[config.mk]
export PLATFORM = sky130hd
export DESIGN_NAME = tspri_ram
export DESIGN_NICKNAME = d
export VERILOG_FILES = /design/src/tsp_random_insertion_core_defines.svh /design/src/tspri_ram.sv
export SDC_FILE = /design/constraint.sdc
export NUM_CORES = 1
export LEC_CHECK = 0
export ABC_CLOCK_PERIOD_IN_PS = 1860
export BUFFER_PORTS_ARGS = -buffer_cell sky130_fd_sc_hd__buf_2
export CORE_MARGIN = 2
export CORE_UTILIZATION = 45
export DETAILED_ROUTE_END_ITERATION = 8
export GPL_ROUTABILITY_DRIVEN = 1
export GPL_TIMING_DRIVEN = 1
export HOLD_SLACK_MARGIN = 0.12
export SYNTH_ARGS = -nofsm -noshare
export SYNTH_HDL_FRONTEND = slang
export SYNTH_SLANG_ARGS = --single-unit
[constraint.sdc]
create_clock -name clk -period 1.86 [get_ports clk]
set_input_delay 0.093 -clock clk [delete_from_list [all_inputs] [get_ports clk]]
set_output_delay 0.093 -clock clk [all_outputs]
set_load 0.1 [all_outputs]
[src/tsp_random_insertion_core_defines.svh]
// ----------------------------------------------------------------------------
// tsp_random_insertion_core_defines
// Assertion macros shared by the tour builder RTL.
// ----------------------------------------------------------------------------
`ifndef TSP_RANDOM_INSERTION_CORE_DEFINES_SVH
`define TSP_RANDOM_INSERTION_CORE_DEFINES_SVH

// same-cycle implication, checked out of reset
`define TSPRI_ASSERT_NOW(lbl, ante, cons, msg) \
	lbl: assert property (@(posedge clk) disable iff (!arst_n) (ante) |-> (cons)) else $error(msg);

// next-cycle implication, checked out of reset
`define TSPRI_ASSERT_NEXT(lbl, ante, cons, msg) \
	lbl: assert property (@(posedge clk) disable iff (!arst_n) (ante) |=> (cons)) else $error(msg);

`endif

[src/tspri_ram.sv]
// ----------------------------------------------------------------------------
// tspri_ram
// Generic simple dual-port RAM: one write port, one registered read port.
// ----------------------------------------------------------------------------
module tspri_ram #(
	parameter int WIDTH = 8,
	parameter int DEPTH = 64
) (
	input  logic                     clk,
	input  logic                     we,
	input  logic [$clog2(DEPTH)-1:0] waddr,
	input  logic [WIDTH-1:0]         wdata,
	input  logic [$clog2(DEPTH)-1:0] raddr,
	output logic [WIDTH-1:0]         rdata
);

	logic [WIDTH-1:0] mem [DEPTH];

	// write and registered read
	always_ff @(posedge clk) begin
		if (we) begin
			mem[waddr] <= wdata;
		end
		rdata <= mem[raddr];
	end

endmodule

==> summary.md <==
| Metric | Value |
|---|---|
| Outcome | `complete, no violations` |
| Reg clk slew, reported paths | `70 ps` |
| Simple-Gate Fraction of Synth Area | `0.0339` |
| Setup TNS | `0 ps` |
| YS warnings | `0` |
| Root Buffer | `clkbuf_16` |
| Port bufs | `29` |
| Ant diodes | `0` |
| Postcts setup bufs | `0` |
| Fin crit share | `0.992` |
| Total core area | `about 0.044 mm^2` |
| Area Overhead vs Synth | `17.9%` |
| Yosys cell types | `40` |
| Die Footprint | `0.0465 mm^2` |
| Vias in the first global route | `roughly 10,000` |
| NumNets Final | `~1,100` |
| Initial antenna violation count | `2` |
| Final ANT Viol Nets | `0` |
| FF+latch count, synth | `520` |
| Slowest stage delay, CP | `approximately 530 ps` |
| Cell Area, Synth | `just over 0.02 mm^2` |
| Largest family of logic cells by synthesized area | `multiplexers` |
| HPWL after DPL | `29,300 um` |
| Most common cell after layout, fill and taps aside | `edfxtp_1` |
| First-pass DRT Iterations | `7` |
| Util after Layout | `0.538` |
| Sequential share of the synthesized area | `0.770` |
| CTS tree | `yes` |
| DRC viols | `0` |
| Post-layout min period | `approximately 1800 ps` |
| Worst slew margin | `0.205` |
| Min setup slack post-route | `around 15 ps` |
| Setup violators final | `0` |
| Crit path max-delay cell type | `mux4_2` |
| Power Internal | `roughly 19 mW` |
| Clock Skew | `12.4 ps` |
| Clock latency on the worst-skew pair | `580 ps` |
| 1st-iter DRT viols | `between 900 and 1,000` |
| CP required | `2330 ps` |
| F_max | `between 500 and 600 MHz` |
| Fin. Hold Viols | `0` |
| Post-Synth XOR/XNOR Area | `0` |
| First-pass GRT wire length | `67,900 um` |
| Number of fill cells | `3,373` |
| Pre-CTS WS | `-267 ps` |
| Worst path most repeated cell | `mux4_2` |
| Die X | `216 um` |
| Wire per inst | `about 26 um` |
| Switch share | `0.213` |
| Num CTS Buffers | `51` |
| Adder-Cell Fraction of Synth Area | `0` |
| Vert. Die Dim | `216 um` |
| Via density per instance | `5.63` |
| Crit-path cells | `mux4_2 -> mux4_2 -> nor2_1 -> nor3_1 -> o2bb2ai_1` |
| Number of placed cells counting well taps | `~1,700` |
| Top cell type's share of synthesized area | `0.762` |
| Average cell area after synthesis | `21.5 um^2` |
| Num ports | `30` |
| Setup CP Type | `register to register` |
| Worst Hold Class | `input port to register` |
| Post-synthesis cell count | `940` |
| Clock power share | `0.403` |
| DR vias | `9,909` |
| CTS H-tree depth | `2` |
| Final WL | `45,800 um` |
| Slew @ Worst Pin | `approximately 1200 ps` |
| Switching power | `5.20 mW` |
| Hold_ws | `130 ps` |
| Final GP Congestion | `0.816` |
| Cell area power density | `between 1000 and 1500 mW/mm^2` |
| Largest net degree at the start of global routing | `65` |
| CP max FO | `1` |
| Mux share of post-synthesis cell area | `0.159` |
| Leakage Power | `7.71 nW` |
| Rows | `77` |
| Commonest non-fill, non-tap cells in the layout | `512 x edfxtp_1, 136 x buf_4, 126 x mux4_2` |
| Synth Area in Compound Gates | `0.0207` |
| Maximum clock path buffer count | `3` |
| Crit end category | `register` |
| Pins over their slew limit | `0` |
| Worst Path Arrival | `2320 ps` |
| Synth area leader | `edfxtp_1` |
| Top area cells in the synthesized netlist | `edfxtp_1 76%, mux4_2 14%, nor2_1 1.5%` |
| CP Launch Type | `register` |
| Grt total ovfl | `0` |
| Combinational share of power | `0.063` |
| Maximum vdd ir drop | `0.000566 V` |
| Non-Filler Instances | `roughly 1,800` |
| TritonCTS Sinks | `520` |
| Flop pwr share | `0.534` |
| Total GRT Usage | `0.202` |
| RSZ-0062 raised after global routing | `true` |
| Starting density of the core | `0.456` |
| Share of post-route cells with drive strength above 1 | `0.339` |
| Syn_nets | `962` |
| Max_cap viols | `0` |
## synth_stat cells
library cell and n:
o21a_1 2, dfxtp_1 8, o2bb2ai_1 3, a31oi_1 1, buf_2 11, nand2_1 19, or3_1 1, nor2b_1 14
buf_6 4, nand3b_1 3, o221ai_1 8, mux2i_1 23, clkbuf_1 17, o32ai_1 2, a211oi_1 4, nor2_1 83
buf_4 13, o2111ai_1 3, nand4_1 2, a221oi_1 6, nand2b_1 7, o41ai_1 2, o22ai_1 8, and2_1 1
edfxtp_1 512, mux4_2 126, a22oi_1 3, buf_12 2, o311ai_1 1, o221a_2 2, mux2_2 13, nor3_1 7
a2111oi_0 2, o21ai_1 2, nand4b_1 1, nand3_1 13, a21oi_1 3, o21ai_0 2, buf_1 4, nor4_1 2
## sequential cells by signal, summed over array words and instances (netlist names)
signal	count
mem	512
rdata	8
## worst paths after layout
| check | depth (start not counted) | from | endpoint | slack, ps |
|---|---|---|---|---|
| max | 5 | mem[7][2] | rdata[2] | 20 |
| min | 4 | raddr[3] | rdata[3] | 130 |
| max reg2reg | 5 | mem[7][2] | rdata[2] | 20 |
| min reg2reg | 3 | mem[31][4] | rdata[4] | 840 |
## logic make-up (layout without fill, tap and decap cells)
logic type / after synthesis / count (layout)
compound gates: 54 / 54
flops: 520 / 520
simple gates: 153 / 153
buf+inv: 51 / 279
mux: 162 / 162
## what timing repair did
action,in CTS,in global routing
hold buffers,6,0
gates resized for setup,8,7
pin swaps,2,0
setup endpoints to repair,6,7
hold endpoints to repair,80,0
## critical path: cells and delay by family, from the launching register on
family,cells,cell delay (ps)
flops,1,360
mux,2,1040
simple gates,2,190
compound gates,1,150
## cell type report
type	instances	area, um^2	share of cell area
Sequential cell	520	15500	0.653
Multi-Input combinational cell	369	4380	0.184
Timing Repair Buffer	184	1530	0.0642
Clock buffer	64	1370	0.0575
Tap cell	592	741	0.0312
Clock inverter	31	224	0.00942
## power groups by stage
stage	Combinational, mW	Sequential (mW)	Clock (mW)
finish	1.53	13.0	9.81
global route	1.63	13.0	10.4
CTS	1.54	13.0	10.0
detailed placement	1.52	13.3	0
global placement	1.50	13.3	0
floorplan	0.691	13.4	0
## per-stage QoR
step / cell area, um^2 / power [mW]
2_1_floorplan: 20200 / 14.1
5_1_grt: 23800 / 25.1
6_report: 23800 / 24.4
3_5_place_dp: 22100 / 14.8
4_1_cts: 23700 / 24.6
3_3_place_gp: 22100 / 14.8
## routing by layer
metal	up-vias	share of wire	track usage	wire length (um)
li1	4295	-	-	-
met1	5233	0.43	0.280	19900
met2	301	0.47	0.318	21600
met3	76	0.065	0.0454	2990
met4	4	0.029	0.0736	1330
met5	-	0.00057	0	26
Power figures use the tool's default switching activity.
